### src/pcc_pkg.sv
// Types and constants of the clamped PID controller.
// No dependencies; used by the core, pcc_regs and pcc_step.
package pcc_pkg;

    // Command codes carried in tuser
    localparam logic [1:0] CMD_STEP  = 2'd0;
    localparam logic [1:0] CMD_DELTA = 2'd1;
    localparam logic [1:0] CMD_CLEAR = 2'd2;

    // Register indexes (byte address = 4 * index)
    localparam int          ADDR_W        = 5;
    localparam logic [2:0]  REG_GAIN_P    = 3'd0;
    localparam logic [2:0]  REG_GAIN_I    = 3'd1;
    localparam logic [2:0]  REG_GAIN_D    = 3'd2;
    localparam logic [2:0]  REG_OUT_LO    = 3'd3;
    localparam logic [2:0]  REG_OUT_HI    = 3'd4;
    localparam logic [2:0]  REG_INTEG_LO  = 3'd5;
    localparam logic [2:0]  REG_INTEG_HI  = 3'd6;

    typedef struct packed {
        logic signed [15:0] gain_p;
        logic signed [15:0] gain_i;
        logic signed [15:0] gain_d;
        logic signed [31:0] out_lower;
        logic signed [31:0] out_upper;
        logic signed [31:0] integ_lower;
        logic signed [31:0] integ_upper;
    } cfg_t;

    typedef struct packed {
        logic        [1:0]  cmd;
        logic signed [15:0] setpoint;
        logic signed [15:0] measured;
        logic signed [16:0] delta_in;
    } item_t;

    typedef struct packed {
        logic signed [31:0] drive;
        logic               clipped_high;
        logic               clipped_low;
    } result_t;

endpackage

### src/pid_controller_clamped_core.sv
// Clamped PID controller with anti-windup, fixed point.
//
// Input stream (s_*): one sample per transaction, command in s_tuser, setpoint,
// measured value and optional error delta in s_tdata. Output stream (m_*): the
// limited drive value in m_tdata, clip flags in m_tuser. Gains and limits are
// set through the APB-style port; the user must write them only while the block is idle (not enforced).
//
// Path: an accepted sample is captured in the input register, then the result
// register loads from it and m_tvalid rises with it (input register, then result
// register). Throughput: one sample per cycle while the output is not stalled;
// the integral and previous-error update closes between the input register and
// the result register.
//
// Reset clears the integral, the previous error, both pipeline stages and the
// registers to their defaults (gains 0, limits at full range). If the output
// side stalls, a result waits in the result register and one more sample can
// still be taken into the input register; further samples are then held off.
// Depends on pcc_pkg, pcc_regs, pcc_step.
module pid_controller_clamped_core
#(
    parameter int                 GAIN_FRAC_BITS = 8,
    parameter logic signed [31:0] DERIV_LOWER    = 32'sh8000_0000,
    parameter logic signed [31:0] DERIV_UPPER    = 32'sh7FFF_FFFF
)
(
    input  logic                        clk,
    input  logic                        rst_n,
    // APB-style configuration
    input  logic                        psel,
    input  logic                        penable,
    input  logic                        pwrite,
    input  logic [pcc_pkg::ADDR_W-1:0]  paddr,
    input  logic [31:0]                 pwdata,
    output logic [31:0]                 prdata,
    output logic                        pready,
    // sample input
    input  logic                        s_tvalid,
    output logic                        s_tready,
    input  logic [55:0]                 s_tdata,  // setpoint[15:0], measured[31:16], delta_in[48:32], zero pad
    input  logic [1:0]                  s_tuser,  // cmd
    // result output
    output logic                        m_tvalid,
    input  logic                        m_tready,
    output logic [31:0]                 m_tdata,  // drive
    output logic [1:0]                  m_tuser   // clipped_high[0], clipped_low[1]
);

    pcc_pkg::cfg_t    cfg;
    pcc_pkg::item_t   in_reg;
    pcc_pkg::item_t   in_next;
    logic             in_valid_reg;
    pcc_pkg::result_t out_reg;
    pcc_pkg::result_t out_next;
    logic             out_valid_reg;
    logic signed [31:0] integ_reg, integ_next;
    logic signed [16:0] prev_err_reg, prev_err_next;
    logic             advance;
    logic             fire;

    pcc_regs u_regs
    (
        .clk     (clk),
        .rst_n   (rst_n),
        .psel    (psel),
        .penable (penable),
        .pwrite  (pwrite),
        .paddr   (paddr),
        .pwdata  (pwdata),
        .prdata  (prdata),
        .pready  (pready),
        .cfg     (cfg)
    );

    pcc_step
    #(
        .GAIN_FRAC_BITS (GAIN_FRAC_BITS),
        .DERIV_LOWER    (DERIV_LOWER),
        .DERIV_UPPER    (DERIV_UPPER)
    )
    u_step
    (
        .cfg          (cfg),
        .item         (in_reg),
        .integ_cur    (integ_reg),
        .prev_err_cur (prev_err_reg),
        .res          (out_next),
        .integ_new    (integ_next),
        .prev_err_new (prev_err_next)
    );

    // Handshake: result register frees when empty or taken
    assign advance  = !out_valid_reg || m_tready;
    assign s_tready = !in_valid_reg || advance;
    assign fire     = in_valid_reg && advance;

    assign in_next.cmd      = s_tuser;
    assign in_next.setpoint = s_tdata[15:0];
    assign in_next.measured = s_tdata[31:16];
    assign in_next.delta_in = s_tdata[48:32];

    // Control and state
    always_ff @(posedge clk or negedge rst_n)
    begin
        if (!rst_n)
        begin
            in_valid_reg  <= 1'b0;
            out_valid_reg <= 1'b0;
            integ_reg     <= '0;
            prev_err_reg  <= '0;
        end
        else
        begin
            if (s_tready)
                in_valid_reg <= s_tvalid;
            if (advance)
                out_valid_reg <= in_valid_reg;
            if (fire)
            begin
                integ_reg    <= integ_next;
                prev_err_reg <= prev_err_next;
            end
        end
    end

    // Payload registers
    always_ff @(posedge clk)
    begin
        if (s_tvalid && s_tready)
            in_reg <= in_next;
        if (fire)
            out_reg <= out_next;
    end

    assign m_tvalid = out_valid_reg;
    assign m_tdata  = out_reg.drive;
    assign m_tuser  = {out_reg.clipped_low, out_reg.clipped_high};

endmodule

### src/pcc_regs.sv
// APB-style configuration registers of the PID controller.
// Depends on pcc_pkg (cfg_t, register indexes).
module pcc_regs
(
    input  logic                        clk,
    input  logic                        rst_n,
    input  logic                        psel,
    input  logic                        penable,
    input  logic                        pwrite,
    input  logic [pcc_pkg::ADDR_W-1:0]  paddr,
    input  logic [31:0]                 pwdata,
    output logic [31:0]                 prdata,
    output logic                        pready,
    output pcc_pkg::cfg_t               cfg
);

    pcc_pkg::cfg_t cfg_reg;
    pcc_pkg::cfg_t cfg_next;
    logic          wr_en;
    logic [2:0]    idx;

    assign pready = 1'b1;
    assign wr_en  = psel && penable && pwrite && pready;
    assign idx    = paddr[pcc_pkg::ADDR_W-1:2];
    assign cfg    = cfg_reg;

    // Write decode; indexes past the last register are ignored
    always_comb
    begin
        cfg_next = cfg_reg;
        if (wr_en)
        begin
            case (idx)
                pcc_pkg::REG_GAIN_P:   cfg_next.gain_p      = pwdata[15:0];
                pcc_pkg::REG_GAIN_I:   cfg_next.gain_i      = pwdata[15:0];
                pcc_pkg::REG_GAIN_D:   cfg_next.gain_d      = pwdata[15:0];
                pcc_pkg::REG_OUT_LO:   cfg_next.out_lower   = pwdata;
                pcc_pkg::REG_OUT_HI:   cfg_next.out_upper   = pwdata;
                pcc_pkg::REG_INTEG_LO: cfg_next.integ_lower = pwdata;
                pcc_pkg::REG_INTEG_HI: cfg_next.integ_upper = pwdata;
                default:               cfg_next = cfg_reg;
            endcase
        end
    end

    always_ff @(posedge clk or negedge rst_n)
    begin
        if (!rst_n)
        begin
            cfg_reg.gain_p      <= '0;
            cfg_reg.gain_i      <= '0;
            cfg_reg.gain_d      <= '0;
            cfg_reg.out_lower   <= 32'sh8000_0000;
            cfg_reg.out_upper   <= 32'sh7FFF_FFFF;
            cfg_reg.integ_lower <= 32'sh8000_0000;
            cfg_reg.integ_upper <= 32'sh7FFF_FFFF;
        end
        else
        begin
            cfg_reg <= cfg_next;
        end
    end

    // Read-back; gains are returned sign extended
    always_comb
    begin
        case (idx)
            pcc_pkg::REG_GAIN_P:   prdata = {{16{cfg_reg.gain_p[15]}}, cfg_reg.gain_p};
            pcc_pkg::REG_GAIN_I:   prdata = {{16{cfg_reg.gain_i[15]}}, cfg_reg.gain_i};
            pcc_pkg::REG_GAIN_D:   prdata = {{16{cfg_reg.gain_d[15]}}, cfg_reg.gain_d};
            pcc_pkg::REG_OUT_LO:   prdata = cfg_reg.out_lower;
            pcc_pkg::REG_OUT_HI:   prdata = cfg_reg.out_upper;
            pcc_pkg::REG_INTEG_LO: prdata = cfg_reg.integ_lower;
            pcc_pkg::REG_INTEG_HI: prdata = cfg_reg.integ_upper;
            default:               prdata = '0;
        endcase
    end

endmodule

### src/pcc_step.sv
// Combinational PID step: terms, saturation, limits and anti-windup.
// Depends on pcc_pkg (cfg_t, item_t, result_t, command codes).
module pcc_step
#(
    parameter int                 GAIN_FRAC_BITS = 8,
    parameter logic signed [31:0] DERIV_LOWER    = 32'sh8000_0000,
    parameter logic signed [31:0] DERIV_UPPER    = 32'sh7FFF_FFFF
)
(
    input  pcc_pkg::cfg_t       cfg,
    input  pcc_pkg::item_t      item,
    input  logic signed [31:0]  integ_cur,
    input  logic signed [16:0]  prev_err_cur,
    output pcc_pkg::result_t    res,
    output logic signed [31:0]  integ_new,
    output logic signed [16:0]  prev_err_new
);

    // Saturate a 34-bit value to signed 32 bit
    function automatic logic signed [31:0] sat34(input logic signed [33:0] v);
        logic fits;
        fits = (v[33:31] == 3'b000) || (v[33:31] == 3'b111);
        if (fits)
            return v[31:0];
        else if (v[33])
            return 32'sh8000_0000;
        else
            return 32'sh7FFF_FFFF;
    endfunction

    // Limit checks upper then lower, so a crossed lower bound wins
    function automatic logic signed [31:0] lim(input logic signed [31:0] v,
                                               input logic signed [31:0] lo,
                                               input logic signed [31:0] hi);
        logic signed [31:0] t;
        t = (hi < v) ? hi : v;
        return (t < lo) ? lo : t;
    endfunction

    logic signed [16:0] err;
    logic signed [17:0] delta;
    logic signed [33:0] prod_p, prod_i, prod_d;
    logic signed [31:0] p_term, i_term, d_term;
    logic signed [32:0] i_sum;
    logic signed [31:0] i_lim;
    logic signed [33:0] total;
    logic signed [33:0] up_ext, lo_ext;
    logic               over, under, gains_zero, is_step;

    assign err   = {item.setpoint[15], item.setpoint} - {item.measured[15], item.measured};
    assign delta = (item.cmd == pcc_pkg::CMD_STEP)
                 ? ({err[16], err} - {prev_err_cur[16], prev_err_cur})
                 : {item.delta_in[16], item.delta_in};

    // Products exact, then floor shift and saturation
    assign prod_p = err * cfg.gain_p;
    assign prod_i = err * cfg.gain_i;
    assign prod_d = delta * cfg.gain_d;
    assign p_term = sat34(prod_p >>> GAIN_FRAC_BITS);
    assign i_term = sat34(prod_i >>> GAIN_FRAC_BITS);
    assign d_term = lim(sat34(prod_d >>> GAIN_FRAC_BITS), DERIV_LOWER, DERIV_UPPER);

    // Integral accumulate, saturate, limit
    assign i_sum = {integ_cur[31], integ_cur} + {i_term[31], i_term};
    assign i_lim = lim(sat34({i_sum[32], i_sum}), cfg.integ_lower, cfg.integ_upper);

    // Output sum and clamp
    assign total  = {{2{p_term[31]}}, p_term} + {{2{i_lim[31]}}, i_lim}
                  + {{2{d_term[31]}}, d_term};
    assign up_ext = {{2{cfg.out_upper[31]}}, cfg.out_upper};
    assign lo_ext = {{2{cfg.out_lower[31]}}, cfg.out_lower};
    assign over   = total > up_ext;
    assign under  = !over && (total < lo_ext);

    assign gains_zero = (cfg.gain_p == '0) && (cfg.gain_i == '0) && (cfg.gain_d == '0);
    assign is_step    = (item.cmd == pcc_pkg::CMD_STEP) || (item.cmd == pcc_pkg::CMD_DELTA);

    always_comb
    begin
        res          = '0;
        integ_new    = integ_cur;
        prev_err_new = prev_err_cur;
        if (item.cmd == pcc_pkg::CMD_CLEAR)
        begin
            integ_new    = '0;
            prev_err_new = '0;
        end
        else if (is_step)
        begin
            if (!gains_zero)
            begin
                integ_new = i_lim;
                if (over)
                begin
                    res.drive        = cfg.out_upper;
                    res.clipped_high = 1'b1;
                    if (i_lim > integ_cur)
                        integ_new = integ_cur;
                end
                else if (under)
                begin
                    res.drive       = cfg.out_lower;
                    res.clipped_low = 1'b1;
                    if (i_lim < integ_cur)
                        integ_new = integ_cur;
                end
                else
                begin
                    res.drive = total[31:0];
                end
            end
            if (item.cmd == pcc_pkg::CMD_STEP)
                prev_err_new = err;
        end
    end

endmodule

### config.mk
export PLATFORM = sky130hd
export DESIGN_NAME = pid_controller_clamped_core
export DESIGN_NICKNAME = d
export VERILOG_FILES = /design/src/pcc_pkg.sv /design/src/pid_controller_clamped_core.sv /design/src/pcc_regs.sv /design/src/pcc_step.sv
export SDC_FILE = /design/constraint.sdc
export NUM_CORES = 2
export LEC_CHECK = 0
export BUFFER_PORTS_ARGS = -buffer_cell sky130_fd_sc_hd__buf_2
export CORE_MARGIN = 1.5
export CORE_UTILIZATION = 45
export DETAILED_ROUTE_END_ITERATION = 10
export MAX_ROUTING_LAYER = met4
export SLEW_MARGIN = 10
export SYNTH_ARGS = -nofsm -noshare
export SYNTH_HDL_FRONTEND = slang
export SYNTH_SLANG_ARGS = --single-unit
### constraint.sdc
create_clock -name clk -period 28.3 [get_ports clk]
set_clock_uncertainty 0.15 [all_clocks]
set_input_delay 4.245 -clock clk [delete_from_list [all_inputs] [get_ports clk]]
set_output_delay 4.245 -clock clk [all_outputs]
set_load 0.03 [all_outputs]
==> After elaboration in Yosys (flattened, before gate mapping) <==
Index checks and enable logic that the tools add are counted.
{ "word_totals": {"in_bits": 102, "regBits": 312} }
{ "op_classes": {"bitwise": 1, "multipliers": 3, "reduce_logical": 39, "n_eq_ne": 15, "mux": 28, "add_sub_neg": 5, "order_cmp": 8} }
{ "op_table": {"columns": ["op", "count"], "rows": [
  ["$mux W32", 21],
  ["$pmux W32 S7", 1],
  ["$lt A32 B32 Y1", 3],
  ["$add A32 B32 Y33", 2],
  ["$mul A17 B16 Y33", 2],
  ["$mux W17", 3],
  ["$logic_not A16 Y1", 3],
  ["$add A34 B34 Y34", 1],
  ["$gt A34 B32 Y1", 1],
  ["$lt A34 B32 Y1", 1],
  ["$mul A18 B16 Y34", 1],
  ["$gt A32 B32 Y1", 1],
  ["$lt A32 B32 Y1 const A", 1],
  ["$lt A32 B32 Y1 const B", 1],
  ["$eq A3 B3 Y1 const B", 7],
  ["$mux W18", 1],
  ["$sub A17 B17 Y18", 1],
  ["$sub A16 B16 Y17", 1],
  ["$logic_not A3 Y1", 5],
  ["$reduce_and A2 Y1", 7],
  ["$logic_and A1 B1 Y1", 7],
  ["$logic_or A1 B1 Y1", 7],
  ["$eq A3 B2 Y1 const B", 2],
  ["$reduce_and A5 Y1", 1],
  ["other kinds (14)", 18]
]} }

==> Depth between registers and ports, before layout <==
{ "logic_depth": {"ltp_word": 23, "mapped_depth": 114, "ltp_nobuf": 109} }

==> Modules after synthesis <==
From an unflattened synthesis, not the netlist that was laid out.
{ "unflattened": {"cells_unflattened": 5971, "hier_area_um2": 55897.4} }
{ "modules_own_cells": {"columns": ["mod", "area_per_inst_um2", "cells_each", "n_inst"], "rows": [
  ["pcc_step", 42977.5, 5173, 1],
  ["pcc_regs", 8244.2, 601, 1],
  ["pid_controller_clamped_core", 4675.7, 197, 1]
]} }

==> Least setup slack after synthesis <==
Ideal clock, no wire load.
{ "synth_timing": {"path_type": "register to register", "startpoint": "register in_reg[17] (netlist bit)", "endpoint": "register integ_reg[0]", "required_ps": 28072, "synth_period_minus_slack_ps": 22296, "arrival_ps": 22067, "slack_ps": 6004, "n_path_buf": 8, "stages_incl_launch_ff": 111, "cell_sequence": "edfxtp_1 ha_1 fa_1 nor2b_1 o21ai_0 a21boi_0 o21ai_0 a21oi_1 o21ai_0 a21o_1 a211oi_1 o21ai_0 a21oi_1 o22ai_1 clkbuf_1 and2_1 fa_1 inv_1 [... 75 more ...] nand2_1 a41oi_1 a21boi_0 ha_1 a21o_1 a21o_1 a21o_1 a21o_1 a21oi_1 nor2b_1 o41ai_4 a31oi_1 a21oi_1 o21ai_1 or3b_1 buf_1 clkbuf_1 o2bb2ai_1"} }
{ "synth_via": {"elab_chain_len": 23, "word_cells_on_any_way": 53} }
{ "synth_rtl": {"columns": ["element", "line_no", "rtl"], "rows": [
  ["start: declaration", "pid_controller_clamped_core.sv:49", "pcc_pkg::item_t in_reg;"],
  ["start signal: assignment", "pid_controller_clamped_core.sv:129", "in_reg <= in_next;"],
  ["$sub A16 B16 Y17 (*)", "pcc_step.sv:50", "assign err = {item.setpoint[15], item.setpoint} - {item.measured[15], item.measured};"],
  ["$mul A17 B16 Y33", "pcc_step.sv:57", "assign prod_i = err * cfg.gain_i;"],
  ["$eq A3 B3 Y1 / $logic_not A3 Y1 (equally long branches)", "pcc_step.sv:22", "fits = (v[33:31] == 3'b000) || (v[33:31] == 3'b111);"],
  ["$logic_or A1 B1 Y1", "pcc_step.sv:22", null],
  ["$mux W32", "pcc_step.sv:23", "if (fits)"],
  ["$add A32 B32 Y33", "pcc_step.sv:64", "assign i_sum = {integ_cur[31], integ_cur} + {i_term[31], i_term};"],
  ["$eq A3 B3 Y1 / $logic_not A3 Y1 (equally long branches)", "pcc_step.sv:22", null],
  ["$logic_or A1 B1 Y1", "pcc_step.sv:22", null],
  ["[... 7 more ...]", null, null],
  ["$gt A34 B32 Y1", "pcc_step.sv:72", "assign over = total > up_ext;"],
  ["$logic_not A1 Y1", "pcc_step.sv:73", "assign under = !over && (total < lo_ext);"],
  ["$logic_and A1 B1 Y1", "pcc_step.sv:73", null],
  ["$mux W32", "pcc_step.sv:100", "else if (under)"],
  ["$mux W32", "pcc_step.sv:93", "if (over)"],
  ["$mux W32", "pcc_step.sv:90", "if (!gains_zero)"],
  ["$mux W32", "pcc_step.sv:88", "else if (is_step)"],
  ["$mux W32", "pcc_step.sv:83", "if (item.cmd == pcc_pkg::CMD_CLEAR)"],
  ["end signal: assignment", "pid_controller_clamped_core.sv:119", "integ_reg <= integ_next;"],
  ["end: declaration", "pid_controller_clamped_core.sv:55", "logic signed [31:0] integ_reg, integ_next;"]
]} }
Every way passes the cells marked *; elsewhere a longest branch is shown, timed or not. The select of a mux whose other input is x is not followed.
A chain may end at the register's enable or synchronous reset.

==> Worst setup path after layout <==
{ "layout_timing": {"startpoint": "register in_reg[33] (netlist bit)", "endpoint": "register integ_reg[25]"} }
The elaborated chain is that of the path after synthesis.

==> metrics <==
outcome completed; Synthesized Nets roughly 7500; yosys warns 0; # setup viols final 0; area fraction in compound gates after synthesis 0.1111; Post-synth EDFFs 85; Critical R2R Capture integ_reg[25]; Synth top area share 0.3103; CTS tree done; Nets between 7000 and 8000; die extent in y ~350 um; most numerous cell on the critical path a21o_1; clock insertion delay at the later pin of the skew report around 650 ps; CTS Hold Buffers Added 0; RSZ-0062 raised after global routing no; Worst Tran Pin Value between 1000 and 1500 ps; Initial DRC Count 3372; final hold slack around 340 ps; CP Data Arrival Time 26970 ps; Antenna Nets Post-Route 0; largest family of logic cells by synthesized area adder cells; Period Utilization, post-route 0.9386; reg2reg path depth ~100; shortest period the worst path allows 26560 ps; ys flop type dfrtp_1; mapped cell area about 54000 um2; CP max stage delay approximately 740 ps; vias in the first global route 43760; core footprint about 120000 um2; Non-Filler Instances around 7700; number of port buffers 160; Yosys top cell by area fa_1; via/cell ratio about 5.4; clock transition at the registers of the reported paths ~60 ps; Filler cells ~11000; crit path to integ_reg[25]; setup slack, reg-to-reg 1740 ps; Syn Area/Cell 9.092 um2; number of flip-flops in the largest register roughly 180; Setup crit start kind flip-flop; type of destination of the critical path flip-flop; Mapped Cells ~6000; number of antenna violations at the first check in global routing 10; CTS sink count around 310; drt pass-1 iters 6; Seq/Total Area, Yosys 0.1527; Tot GR Track Use 0.2850; Clock Path Buffers 3; initial core utilization 0.4539; GRT overflow 0; worst setup path start in_reg[33]; Inserted Clock Buffers 43; mux cell area share after synthesis 0.03205; Synth Area in Adders 0.4340; clk root buf clkbuf_16; placed insts 7607; final hold vios 0; Area contributors post-synth fa_1, ha_1, inv_1; count leader, synth inv_1; #FFs+latches synth 312; unique cell type count in the Yosys netlist approximately 100; post-synthesis simple-gate area fraction 0.1410; vias 41940; DRT Wirelength around 160000 um; first-pass GRT wire length around 260000 um; worst-path fanout max 32; fin. max-slew vios 0; FMAX approximately 38 MHz; Async SR Flop Fraction 0.7276; list of most frequent post-synthesis cells inv_1, fa_1, nand2_1; Setup CP Type flip-flop to flip-flop; die footprint approximately 120000 um2; Reg2Reg Launch Point in_reg[33]; critical path's slowest cell fa_1; IO Count about 170; Routability Congestion 0.9806; Max Cap Viol 0; worst hold-check path type flip-flop to flip-flop; Worst EP required ~29000 ps; DRC Markers 0; largest net degree at the start of global routing 101; die width around 350 um; TNS Setup 0 ps; wire length per cell roughly 21 um; layout cells sized above 1 0.09341; post-synthesis xor/xnor area fraction 0.03022; H-Tree Depth 2; # rows between 100 and 150; Area growth, synth to finish 8.116%; worst rel slew slack 0.2482; post-layout util 0.4907; DP HPWL 132400 um
-- layout by cell type, fill, tap and decap left out, types with 159 or more instances in the layout --
cell type / netlist / layout
a21oi_1: 179 / 178
and2_1: 295 / 294
buf_2: 3 / 159
dfrtp_1: 163 / 163
fa_1: 844 / 844
ha_1: 535 / 535
inv_1: 1152 / 1151
nand2_1: 730 / 730
nor2_1: 209 / 204
o21ai_0: 272 / 266
-- metrics by stage --
step | setup WS (ps) | area (um2)
final | 1738 | 58870
after floorplan | 6005 | 54450
after global routing | 0.9290 | 58860
after CTS | 1482 | 58790
after detailed placement | 1630 | 57280
after global placement | 2000 | 57280
-- repair_timing --
action                                  CTS  global route
setup buffers                             0             6
endpoints found under the setup margin    0            60
resized for setup                         0             3
-- per-layer routing --
metal | global-route usage | vias to the layer above | wire, um | part of all wire
met3 | 0.04299 | 206 | 10780 | 0.066
met2 | 0.4445 | 1180 | 75320 | 0.46
met4 | 0.06281 | 0 | 3876 | 0.024
li1 | - | 19210 | - | -
met5 | - | - | 0 | 0
met1 | 0.3924 | 21350 | 74430 | 0.45
-- worst max-delay path, delay by kind of cell, from the launching register on --
family,cells,cell delay (ps)
flops,1,350
simple gates,13,2650
fa+ha+maj,16,6210
compound gates,59,14230
mux,2,600
xor+xnor,3,680
buf+inv,9,1520
-- logic make-up after synthesis --
kind of cell	count (synthesis)
flops	312
xor+xnor	187
other cells	1
mux	162
fa+ha+maj	1383
buf+inv	1411
compound gates	916
simple gates	1617
-- layout make-up --
cell class                 instances  area [um2]  area share
sequential                       312        8313      0.1412
timing repair buffer             271        1669     0.02835
clock inverter                    27       357.8    0.006078
inverter                        1152        4324     0.07345
clock buffer                      53        1144     0.01943
tap                             1612        2017     0.03426
multi-input combinational       4266       41030      0.6970
antenna                            6       15.01   0.0002550
-- worst min path at each step --
stage                               start               to  slack, ps  depth (start not counted)
after detailed placement  prev_err_reg[0]  prev_err_reg[0]        330                          2
after global placement    prev_err_reg[0]  prev_err_reg[0]        320                          2
after global routing      prev_err_reg[9]  prev_err_reg[9]        350                          1
after floorplan           prev_err_reg[0]  prev_err_reg[0]        310                          2
after CTS                 prev_err_reg[0]  prev_err_reg[0]        340                          2
final                     prev_err_reg[0]  prev_err_reg[0]        340                          2
Power is not shown: default switching activity piles up to over one toggle a cycle in this logic, so the estimate is an artifact.
